## config.mk

```make
export PLATFORM = sky130hd
export DESIGN_NAME = block_packet_segmenter_unit
export DESIGN_NICKNAME = d
export VERILOG_FILES = /design/src/bps_pkg.sv /design/src/bps_div.sv /design/src/bps_emit.sv /design/src/block_packet_segmenter_unit.sv
export SDC_FILE = /design/constraint.sdc
export NUM_CORES = 1
export LEC_CHECK = 0
export ABC_CLOCK_PERIOD_IN_PS = 26900
export BUFFER_PORTS_ARGS = -buffer_cell sky130_fd_sc_hd__buf_2
export CORE_UTILIZATION = 65
export DETAILED_ROUTE_END_ITERATION = 7
export PLACE_DENSITY = 0.89
export SYNTH_ARGS = -nofsm -noshare
export SYNTH_HDL_FRONTEND = slang
export SYNTH_SLANG_ARGS = --single-unit
```

## constraint.sdc

```tcl
create_clock -name clk -period 26.9 [get_ports clk]
set_input_delay 2.69 -clock clk [delete_from_list [all_inputs] [get_ports clk]]
set_output_delay 2.69 -clock clk [all_outputs]
set_load 0.02 [all_outputs]
```

## src/bps_pkg.sv

```systemverilog
// Shared widths, constants and types for the block packet segmenter.
package bps_pkg;

  localparam int LEN_W = 20;
  localparam int OFS_W = 32;

  localparam int TARGET_PIECE_BYTES_DEF = 10240;
  localparam int MAX_BLOCK_BYTES_DEF    = 184320;

  localparam int RESULT_LIMIT = 18;
  localparam int CNT_W        = $clog2(RESULT_LIMIT);

  // Load command from the sequencer to the piece emitter.
  typedef struct packed {
    logic             load;
    logic             big;
    logic [LEN_W-1:0] togo;
    logic [LEN_W-1:0] size;
    logic [OFS_W-1:0] ofs_end;
  } bps_load_t;

endpackage

```

## src/bps_div.sv

```systemverilog
// Bit-serial restoring divider: one quotient bit per cycle.
module bps_div (
  input  logic                      clk,
  input  logic                      rst_n,
  input  logic                      start,
  input  logic [bps_pkg::LEN_W-1:0] dividend,
  input  logic [bps_pkg::LEN_W-1:0] divisor,
  output logic                      done,
  output logic [bps_pkg::LEN_W-1:0] quotient
);
  import bps_pkg::*;

  localparam int STEP_W = $clog2(LEN_W + 1);

  logic [LEN_W-1:0]  rem_r, rem_nxt;
  logic [LEN_W-1:0]  quo_r, quo_nxt;
  logic [LEN_W-1:0]  dvs_r, dvs_nxt;
  logic [STEP_W-1:0] step_r, step_nxt;
  logic              done_r, done_nxt;
  logic [LEN_W:0]    trial;

  assign trial = {rem_r, quo_r[LEN_W-1]} - {1'b0, dvs_r};

  always_comb begin
    rem_nxt  = rem_r;
    quo_nxt  = quo_r;
    dvs_nxt  = dvs_r;
    step_nxt = step_r;
    done_nxt = 1'b0;
    if (start) begin
      rem_nxt  = '0;
      quo_nxt  = dividend;
      dvs_nxt  = divisor;
      step_nxt = STEP_W'(LEN_W);
    end else if (step_r != '0) begin
      if (!trial[LEN_W]) begin
        rem_nxt = trial[LEN_W-1:0];
        quo_nxt = {quo_r[LEN_W-2:0], 1'b1};
      end else begin
        rem_nxt = {rem_r[LEN_W-2:0], quo_r[LEN_W-1]};
        quo_nxt = {quo_r[LEN_W-2:0], 1'b0};
      end
      step_nxt = step_r - STEP_W'(1);
      done_nxt = (step_r == STEP_W'(1));
    end
  end

  always_ff @(posedge clk) begin
    if (!rst_n) begin
      step_r <= '0;
      done_r <= 1'b0;
    end else begin
      step_r <= step_nxt;
      done_r <= done_nxt;
    end
    rem_r <= rem_nxt;
    quo_r <= quo_nxt;
    dvs_r <= dvs_nxt;
  end

  assign done     = done_r;
  assign quotient = quo_r;

endmodule

```

## src/bps_emit.sv

```systemverilog
// Piece emitter: walks the block and issues one piece beat per cycle while out_stall is low.
module bps_emit (
  input  logic                      clk,
  input  logic                      rst_n,
  input  bps_pkg::bps_load_t        cmd,
  output logic                      busy,
  output logic                      out_valid,
  input  logic                      out_stall,
  output logic [bps_pkg::OFS_W-1:0] out_piece_start,
  output logic [bps_pkg::OFS_W-1:0] out_piece_end,
  output logic [bps_pkg::LEN_W-1:0] out_piece_length,
  output logic                      out_last_piece,
  output logic                      out_too_large
);
  import bps_pkg::*;

  logic             active_r, active_nxt;
  logic             big_r, big_nxt;
  logic [LEN_W-1:0] togo_r, togo_nxt;
  logic [LEN_W-1:0] size_r, size_nxt;
  logic [OFS_W-1:0] end_r, end_nxt;
  logic [CNT_W-1:0] cnt_r, cnt_nxt;

  logic             ovalid_r, ovalid_nxt;
  logic [OFS_W-1:0] ostart_r, ostart_nxt;
  logic [OFS_W-1:0] oend_r, oend_nxt;
  logic [LEN_W-1:0] olen_r, olen_nxt;
  logic             olast_r, olast_nxt;
  logic             obig_r, obig_nxt;

  logic             fire;
  logic             take_all;
  logic [LEN_W-1:0] plen;
  logic [LEN_W-1:0] togo_left;

  assign fire      = active_r && (!ovalid_r || !out_stall);
  // remainder shorter than two pieces, or the result cap reached
  assign take_all  = ({1'b0, togo_r} < {size_r, 1'b0}) ||
                     (cnt_r == CNT_W'(RESULT_LIMIT - 1));
  assign plen      = take_all ? togo_r : size_r;
  assign togo_left = togo_r - plen;

  always_comb begin
    active_nxt = active_r;
    big_nxt    = big_r;
    togo_nxt   = togo_r;
    size_nxt   = size_r;
    end_nxt    = end_r;
    cnt_nxt    = cnt_r;
    ovalid_nxt = ovalid_r && out_stall;
    ostart_nxt = ostart_r;
    oend_nxt   = oend_r;
    olen_nxt   = olen_r;
    olast_nxt  = olast_r;
    obig_nxt   = obig_r;
    if (cmd.load) begin
      active_nxt = 1'b1;
      big_nxt    = cmd.big;
      togo_nxt   = cmd.togo;
      size_nxt   = cmd.size;
      end_nxt    = cmd.ofs_end;
      cnt_nxt    = '0;
    end else if (fire) begin
      ovalid_nxt = 1'b1;
      if (big_r) begin
        ostart_nxt = '0;
        oend_nxt   = '0;
        olen_nxt   = '0;
        olast_nxt  = 1'b1;
        obig_nxt   = 1'b1;
        active_nxt = 1'b0;
      end else begin
        ostart_nxt = end_r - {{(OFS_W-LEN_W){1'b0}}, togo_r};
        oend_nxt   = end_r - {{(OFS_W-LEN_W){1'b0}}, togo_left};
        olen_nxt   = plen;
        olast_nxt  = (togo_left == '0);
        obig_nxt   = 1'b0;
        togo_nxt   = togo_left;
        cnt_nxt    = cnt_r + CNT_W'(1);
        active_nxt = (togo_left != '0);
      end
    end
  end

  always_ff @(posedge clk) begin
    if (!rst_n) begin
      active_r <= 1'b0;
      ovalid_r <= 1'b0;
    end else begin
      active_r <= active_nxt;
      ovalid_r <= ovalid_nxt;
    end
    big_r    <= big_nxt;
    togo_r   <= togo_nxt;
    size_r   <= size_nxt;
    end_r    <= end_nxt;
    cnt_r    <= cnt_nxt;
    ostart_r <= ostart_nxt;
    oend_r   <= oend_nxt;
    olen_r   <= olen_nxt;
    olast_r  <= olast_nxt;
    obig_r   <= obig_nxt;
  end

  assign busy             = active_r;
  assign out_valid        = ovalid_r;
  assign out_piece_start  = ostart_r;
  assign out_piece_end    = oend_r;
  assign out_piece_length = olen_r;
  assign out_last_piece   = olast_r;
  assign out_too_large    = obig_r;

endmodule

```

## src/block_packet_segmenter_unit.sv

```systemverilog
// Block packet segmenter: splits a requested block into packet piece descriptors.
//
// Input channel (in_valid/in_stall): one beat carries a block length and its
// exclusive end offset. Output channel (out_valid/out_stall): one beat per
// piece with start, end, length, last flag and an oversize flag.
// A block longer than the target piece size runs two passes of a bit-serial
// divider (piece count, then piece size); blocks up to the target size and
// oversized blocks skip the divider. Pieces then leave at one per cycle while
// out_stall is low, up to 18 per block. A zero-length block is taken and
// yields no beat; an oversized block yields a single beat with too_large set
// and zero fields. One block is in flight at a time: in_stall is high from
// acceptance until the cycle after the last piece has moved to the output
// register. The output register holds its beat while out_stall is high; the
// emitter simply waits. rst_n is synchronous, active low, and empties the
// block.
module block_packet_segmenter_unit #(
  parameter int TARGET_PIECE_BYTES = bps_pkg::TARGET_PIECE_BYTES_DEF,
  parameter int MAX_BLOCK_BYTES    = bps_pkg::MAX_BLOCK_BYTES_DEF
) (
  input  logic                      clk,
  input  logic                      rst_n,
  input  logic                      in_valid,
  output logic                      in_stall,
  input  logic [bps_pkg::LEN_W-1:0] in_block_length,
  input  logic [bps_pkg::OFS_W-1:0] in_block_end,
  output logic                      out_valid,
  input  logic                      out_stall,
  output logic [bps_pkg::OFS_W-1:0] out_piece_start,
  output logic [bps_pkg::OFS_W-1:0] out_piece_end,
  output logic [bps_pkg::LEN_W-1:0] out_piece_length,
  output logic                      out_last_piece,
  output logic                      out_too_large
);
  import bps_pkg::*;

  localparam logic [LEN_W-1:0] TARGET_LEN = LEN_W'(TARGET_PIECE_BYTES);
  localparam logic [LEN_W-1:0] MAX_LEN    = LEN_W'(MAX_BLOCK_BYTES);

  typedef enum logic [3:0] {
    ST_IDLE = 4'b0001,
    ST_DIV1 = 4'b0010,
    ST_DIV2 = 4'b0100,
    ST_EMIT = 4'b1000
  } state_t;

  state_t           state_r, state_nxt;
  logic [LEN_W-1:0] len_r, len_nxt;
  logic [OFS_W-1:0] end_r, end_nxt;

  logic             div_start;
  logic [LEN_W-1:0] div_dividend;
  logic [LEN_W-1:0] div_divisor;
  logic             div_done;
  logic [LEN_W-1:0] div_quo;
  logic             emit_busy;
  bps_load_t        cmd;
  logic             in_acc;

  assign in_stall = (state_r != ST_IDLE);
  assign in_acc   = in_valid && !in_stall;

  always_comb begin
    state_nxt    = state_r;
    len_nxt      = len_r;
    end_nxt      = end_r;
    div_start    = 1'b0;
    div_dividend = len_r;
    div_divisor  = div_quo;
    cmd          = '0;
    case (state_r)
      ST_IDLE: begin
        if (in_acc && in_block_length != '0) begin
          len_nxt = in_block_length;
          end_nxt = in_block_end;
          if (in_block_length > MAX_LEN) begin
            cmd.load  = 1'b1;
            cmd.big   = 1'b1;
            state_nxt = ST_EMIT;
          end else if (in_block_length <= TARGET_LEN) begin
            cmd.load    = 1'b1;
            cmd.togo    = in_block_length;
            cmd.size    = in_block_length;
            cmd.ofs_end = in_block_end;
            state_nxt   = ST_EMIT;
          end else begin
            div_start    = 1'b1;
            div_dividend = in_block_length;
            div_divisor  = TARGET_LEN;
            state_nxt    = ST_DIV1;
          end
        end
      end
      ST_DIV1: begin
        // piece count ready: divide the length by it
        if (div_done) begin
          div_start = 1'b1;
          state_nxt = ST_DIV2;
        end
      end
      ST_DIV2: begin
        if (div_done) begin
          cmd.load    = 1'b1;
          cmd.togo    = len_r;
          cmd.size    = div_quo;
          cmd.ofs_end = end_r;
          state_nxt   = ST_EMIT;
        end
      end
      ST_EMIT: begin
        if (!emit_busy) begin
          state_nxt = ST_IDLE;
        end
      end
      default: state_nxt = ST_IDLE;
    endcase
  end

  always_ff @(posedge clk) begin
    if (!rst_n) begin
      state_r <= ST_IDLE;
    end else begin
      state_r <= state_nxt;
    end
    len_r <= len_nxt;
    end_r <= end_nxt;
  end

  bps_div u_div (
    .clk      (clk),
    .rst_n    (rst_n),
    .start    (div_start),
    .dividend (div_dividend),
    .divisor  (div_divisor),
    .done     (div_done),
    .quotient (div_quo)
  );

  bps_emit u_emit (
    .clk              (clk),
    .rst_n            (rst_n),
    .cmd              (cmd),
    .busy             (emit_busy),
    .out_valid        (out_valid),
    .out_stall        (out_stall),
    .out_piece_start  (out_piece_start),
    .out_piece_end    (out_piece_end),
    .out_piece_length (out_piece_length),
    .out_last_piece   (out_last_piece),
    .out_too_large    (out_too_large)
  );

endmodule

```

; ---- Word-level counts from Yosys, hierarchy flattened
; Cells that the tools add are included.
; W data, S select, Z words.
[totals]
ff_bits = 288
input_bits = 56
output_inout_bits = 88
elab_cells = 113
[op_classes]
n_addsub = 6
order_cmp = 3
eq_ne = 12
n_mux = 45
bitwise = 4
reduce_logical = 22
[ops]
columns = operator, n
row1 = $mux W20, 15
row2 = $mux W72, 3
row3 = $pmux W72 S2, 1
row4 = $mux W74, 1
row5 = $sub A32 B20 Y32, 2
row6 = $reduce_bool A20 Y1, 2
row7 = $mux W4, 6
row8 = $lt A20 B21 Y1, 1
row9 = $sub A21 B20 Y21, 1
row10 = $gt A20 B18 Y1 const B, 1
row11 = $le A20 B14 Y1 const B, 1
row12 = $logic_not A20 Y1, 1
row13 = $sub A20 B20 Y20, 1
row14 = $pmux W4 S4, 1
row15 = $mux W1, 14
row16 = $mux W5, 2
row17 = $reduce_and A2 Y1, 4
row18 = $ne A2 B2 Y1 const B, 3
row19 = $add A5 B1 Y5 const B, 1
row20 = $eq A5 B1 Y1 const B, 1
row21 = $eq A5 B5 Y1 const B, 1
row22 = $reduce_bool A5 Y1, 1
row23 = $sub A5 B1 Y5 const B, 1
row24 = $eq A4 B1 Y1 const B, 1
row25 = 14 further kinds, 26

; ---- Depth between registers and ports, before layout
[logic_depth]
ltp_word = 8
mapped_depth = 35
mapped_depth_nobuf = 33

; ---- By module
; A second synthesis with hierarchy kept.
[hier_totals]
hier_cells = 1668
hier_area_um2 = 17414.2
[by_module_without_submodules]
columns = mod, instances, cells_per_inst, area_each_um2, seq_area_each_um2
row1 = bps_emit, 1, 1035, 10441.3, 4914.7
row2 = bps_div, 1, 386, 3912.5, 1721.7
row3 = block_packet_segmenter_unit, 1, 247, 3060.4, 1641.6

; ---- Worst setup path before layout
; Ideal clock, no wire load.
[synth_path]
kind = input port to flip-flop
start = in in_block_length[3] (netlist name)
end = reg u_emit.olast_r (netlist: u_emit.out_last_piece), enable pin
setup_ns = 0.531
arrival_ns = 10.096
required_ns = 26.369
setup_slack_ns = 16.273
path_stages = 10
path_buffers = 1
cell_sequence = nor4_1 -> nand3_1 -> or3_1 -> o41ai_1 -> or2_2 -> inv_1 -> a21oi_1 -> clkinv_1 -> clkbuf_1 -> nor2_1
[synth_rtl]
columns = item, line
row1 = from (decl), block_packet_segmenter_unit.sv:24  ; input logic [bps_pkg::LEN_W-1:0] in_block_length,
row2 = to (signal assigned), bps_emit.sv:101  ; olast_r <= olast_nxt;
row3 = to (decl), bps_emit.sv:28  ; logic olast_r, olast_nxt;

; ---- Worst setup path after layout
[layout_path]
start = reg u_emit.togo_r[8]
end = reg u_emit.oend_r[23] (netlist: u_emit.out_piece_end[23]) (data pin)
[layout_via]
elab_chain_len = 5
[layout_rtl]
columns = item, line
row1 = from (decl), bps_emit.sv:19  ; logic [LEN_W-1:0] togo_r, togo_nxt;
row2 = from (signal assigned), bps_emit.sv:94  ; togo_r <= togo_nxt;
row3 = $lt A20 B21 Y1, bps_emit.sv:38  ; assign take_all = ({1'b0, togo_r} < {size_r, 1'b0}) ||
row4 = $logic_or A1 B1 Y1, bps_emit.sv:38
row5 = $mux W20, bps_emit.sv:40  ; assign plen = take_all ? togo_r : size_r;
row6 = $sub A20 B20 Y20 (*), bps_emit.sv:41  ; assign togo_left = togo_r - plen;
row7 = $sub A32 B20 Y32 (*), bps_emit.sv:74  ; oend_nxt = end_r - {{(OFS_W-LEN_W){1'b0}}, togo_left};
row8 = to (signal assigned), bps_emit.sv:99  ; oend_r <= oend_nxt;
row9 = to (decl), bps_emit.sv:26  ; logic [OFS_W-1:0] oend_r, oend_nxt;
; Every way passes the cells marked *; elsewhere a longest branch is shown, timed or not.
; A chain may end at the register's enable or synchronous reset.

==> metrics.txt <==
crit-path max FO 31; vias in the first global route 11600; EDFF count, synth 251; Worst path most repeated cell a21oi_1; Post-CTS Setup Bufs 0; GRT Total Usage approximately 30%; worst skew pair latency approximately 550 ps; total number of vias between 10000 and 15000; drt first pass iters 6; cell count after synthesis 1511; Max-Cap Viols 0; Mean Syn Cell Area 10.6 um^2; Yosys reg bits 288; final wirelength between 30 and 40 mm; met3 track demand over resource around 4.1%; mux share of post-synthesis cell area under 10%; Crit path required time 27200 ps; Max-slew headroom about a fifth; Root Driver clkbuf_16; GP Congestion 0.913; RSZ-0062 raised after global routing false; cell total after placement 1925; Worst Path Arrival between 8000 and 9000 ps; hold wc startpoint u_div.rem_r[1]$_SDFFE_PP0P_; Initial Utilization 66.1%; input/output buffers 143; Sink Count 288; post-route non-filler standard cell count 1977; Synth Flop Type edfxtp_1; cts hold-fix bufs 0; Synth Warn # 0; Routed Antenna Nets 0; Setup WS post-layout 18640 ps; antenna violations before repair 2; Filler cells 1655; Layout Nets around 1800; WL/cell 19.2 um; worst slew pin tran ~1200 ps; CTS tree yes; global-route met1 utilization 41.8%; xor/xnor share of the synthesized area 3.65%; Synth Area in Simple Gates 13.7%; kind of end point of the critical path register; Row Count 57; first-pass GRT wire length 60.7 mm; Syn-to-layout area delta 11.5%; PostCTS Resize Cnt 0; placed inst area between 15000 and 20000 um^2; main combinational cell family by area after synthesis compound AO/OA/AOI/OAI gates; CP Launch Point u_emit.togo_r[8]$_DFFE_PP_; worst slack, placed 18850 ps; Tcrit/Tclk final ~31%; largest net degree at the start of global routing 89; Max Freq between 100 and 150 MHz; Yosys cell types 80; post-synthesis sequential area ratio 51.5%; # diodes 0; Netlist Area Pre-Place approximately 16000 um^2; Chip Width 159 um; H-tree levels 1; grt ovf 0; Fin. Hold Viols 0; share of cells above drive strength 1 13.5%; clock skew around 11 ps; Hold Crit Class register to register; cts bufs inserted 29; DRC errors left 0; Finished Cell Area around 18000 um^2; slowest stage delay, CP 720 ps; GRT busiest layer met2; syn nets approximately 1700; CP Launch Type register; status finished clean; clock-pin transition on the worst setup and hold timing paths 60 ps; Synth Area in Compound Gates 16.5%; setup_tns 0 ps; R2R Path Start u_emit.togo_r[8]$_DFFE_PP_; core footprint 24300 um^2; kind of critical path register to register; adder-cell share of the synthesized area 7.86%; ys async rst share 0%; IO Pins 144; Final setup viols 0; Post-DP HPWL 26.3 mm; drt via density 6.24; CP max stage cell a21oi_1; Die ar. 25400 um^2; DR iter-0 viols 1528; Clock Path Buffers 3; Max Slew Vio Count 0; die height 159 um; met2 Usage GRT approximately 50%; fin crit period 8260 ps
-- flip-flops by register name, indices dropped and copies added (netlist names), 4 cells and up --
name	cells
u_emit.size_r	20
u_div.rem_r	20
end_r	32
len_r	20
u_div.step_r	5
u_emit.togo_r	20
u_emit.cnt_r	5
u_div.quotient	20
u_emit.out_piece_end	32
u_emit.out_piece_start	32
state_r	4
u_div.dvs_r	20
u_emit.end_r	32
u_emit.out_piece_length	20
-- worst paths after layout --
check	endpoint	slack, ps	depth (start not counted)
min	u_div.rem_r[1]$_SDFFE_PP0P_	500	2
min reg2reg	u_div.rem_r[1]$_SDFFE_PP0P_	500	2
max reg2reg	u_emit.out_piece_end[23]$_SDFFCE_PP0P_	18640	29
max	u_emit.out_piece_end[23]$_SDFFCE_PP0P_	18640	29
-- metal layers --
metal	part of all wire [%]	vias to the layer above	routed length, um
met5	0.058	-	22
met3	8.1	80	3060
met4	2.5	4	948
li1	-	5826	-
met1	41	5843	15700
met2	48	588	18200
-- cell usage in the layout (no fill, tap or decap), drive strengths merged, types with 15 or more instances in the layout --
cell	netlist	final
edfxtp	251	251
nor2	168	168
buf	5	153
a21oi	113	113
inv	107	109
ha	93	93
o21ai	85	85
nand2	68	68
nor3	48	48
a22o	47	47
xnor2	42	42
mux2i	41	41
clkbuf	58	41
dfxtp	37	37
and2	29	29
xor2	25	25
or3	18	18
a21o	18	18
nand3	17	17
and3	16	16
nor2b	16	16
a21boi	15	15
-- cell families after synthesis --
kind of cell | after synthesis
AO/OA/AOI/OAI | 397
XOR/XNOR | 67
adder cells (fa/ha/maj) | 99
buffers and inverters | 171
flip-flops | 288
multiplexers | 44
AND/OR/NAND/NOR | 445
-- area by class of cell --
type | count | area (um^2) | area share, %
sequential | 288 | 8280 | 46.2
multi-input combinational | 1052 | 7170 | 40.0
timing repair buffer | 153 | 791 | 4.41
clock buffer | 41 | 771 | 4.30
inverter | 108 | 405 | 2.26
tap | 324 | 405 | 2.26
clock inverter | 11 | 105 | 0.586
-- critical path: cells and delay by family (launching register included) --
family / cells / cell delay [ps]
compound gates: 18 / 4960
fa+ha+maj: 3 / 1020
simple gates: 6 / 850
flops: 1 / 450
buf+inv: 1 / 360
mux: 1 / 350
-- metrics by stage --
| step | util (%) | hold slack (ps) |
|---|---|---|
| floorplan | - | 424 |
| global placement | 70.1 | 464 |
| detailed placement | 70.1 | 487 |
| CTS | 73.7 | 500 |
| global route | 73.7 | 523 |
| finish | 73.7 | 501 |
-- synthesized netlist by cell type, types with 5 or more instances --
| cell | count | area (um^2) |
|---|---|---|
| o31ai_1 | 12 | 90.1 |
| xnor2_1 | 42 | 368 |
| or3_1 | 18 | 113 |
| dfxtp_1 | 37 | 741 |
| clkbuf_1 | 58 | 218 |
| nor2b_1 | 16 | 100 |
| nor4_1 | 6 | 37.5 |
| nor3_1 | 48 | 240 |
| a21boi_0 | 15 | 113 |
| or4_1 | 8 | 60.1 |
| nand2b_1 | 12 | 75.1 |
| mux2i_1 | 41 | 410 |
| a21o_1 | 18 | 135 |
| a211o_1 | 9 | 78.8 |
| nand2_1 | 68 | 255 |
| xor2_1 | 25 | 219 |
| edfxtp_1 | 251 | 7540 |
| nand3_1 | 15 | 75.1 |
| and2_1 | 29 | 181 |
| inv_1 | 107 | 402 |
| a211oi_1 | 7 | 52.6 |
| a31oi_1 | 11 | 68.8 |
| a21oi_1 | 112 | 561 |
| o21bai_1 | 6 | 45.0 |
| o21ai_0 | 82 | 410 |
| o211ai_1 | 5 | 37.5 |
| o21a_1 | 14 | 105 |
| and3_1 | 16 | 100 |
| o41ai_1 | 5 | 43.8 |
| a22o_1 | 47 | 412 |
| nand4_1 | 6 | 37.5 |
| o2111ai_1 | 5 | 43.8 |
| a22oi_1 | 14 | 105 |
| or2_2 | 8 | 50.1 |
| ha_1 | 93 | 1160 |
| nor2_1 | 168 | 631 |
Power is not shown: default switching activity piles up to over one toggle a cycle in this logic, so the estimate is an artifact.
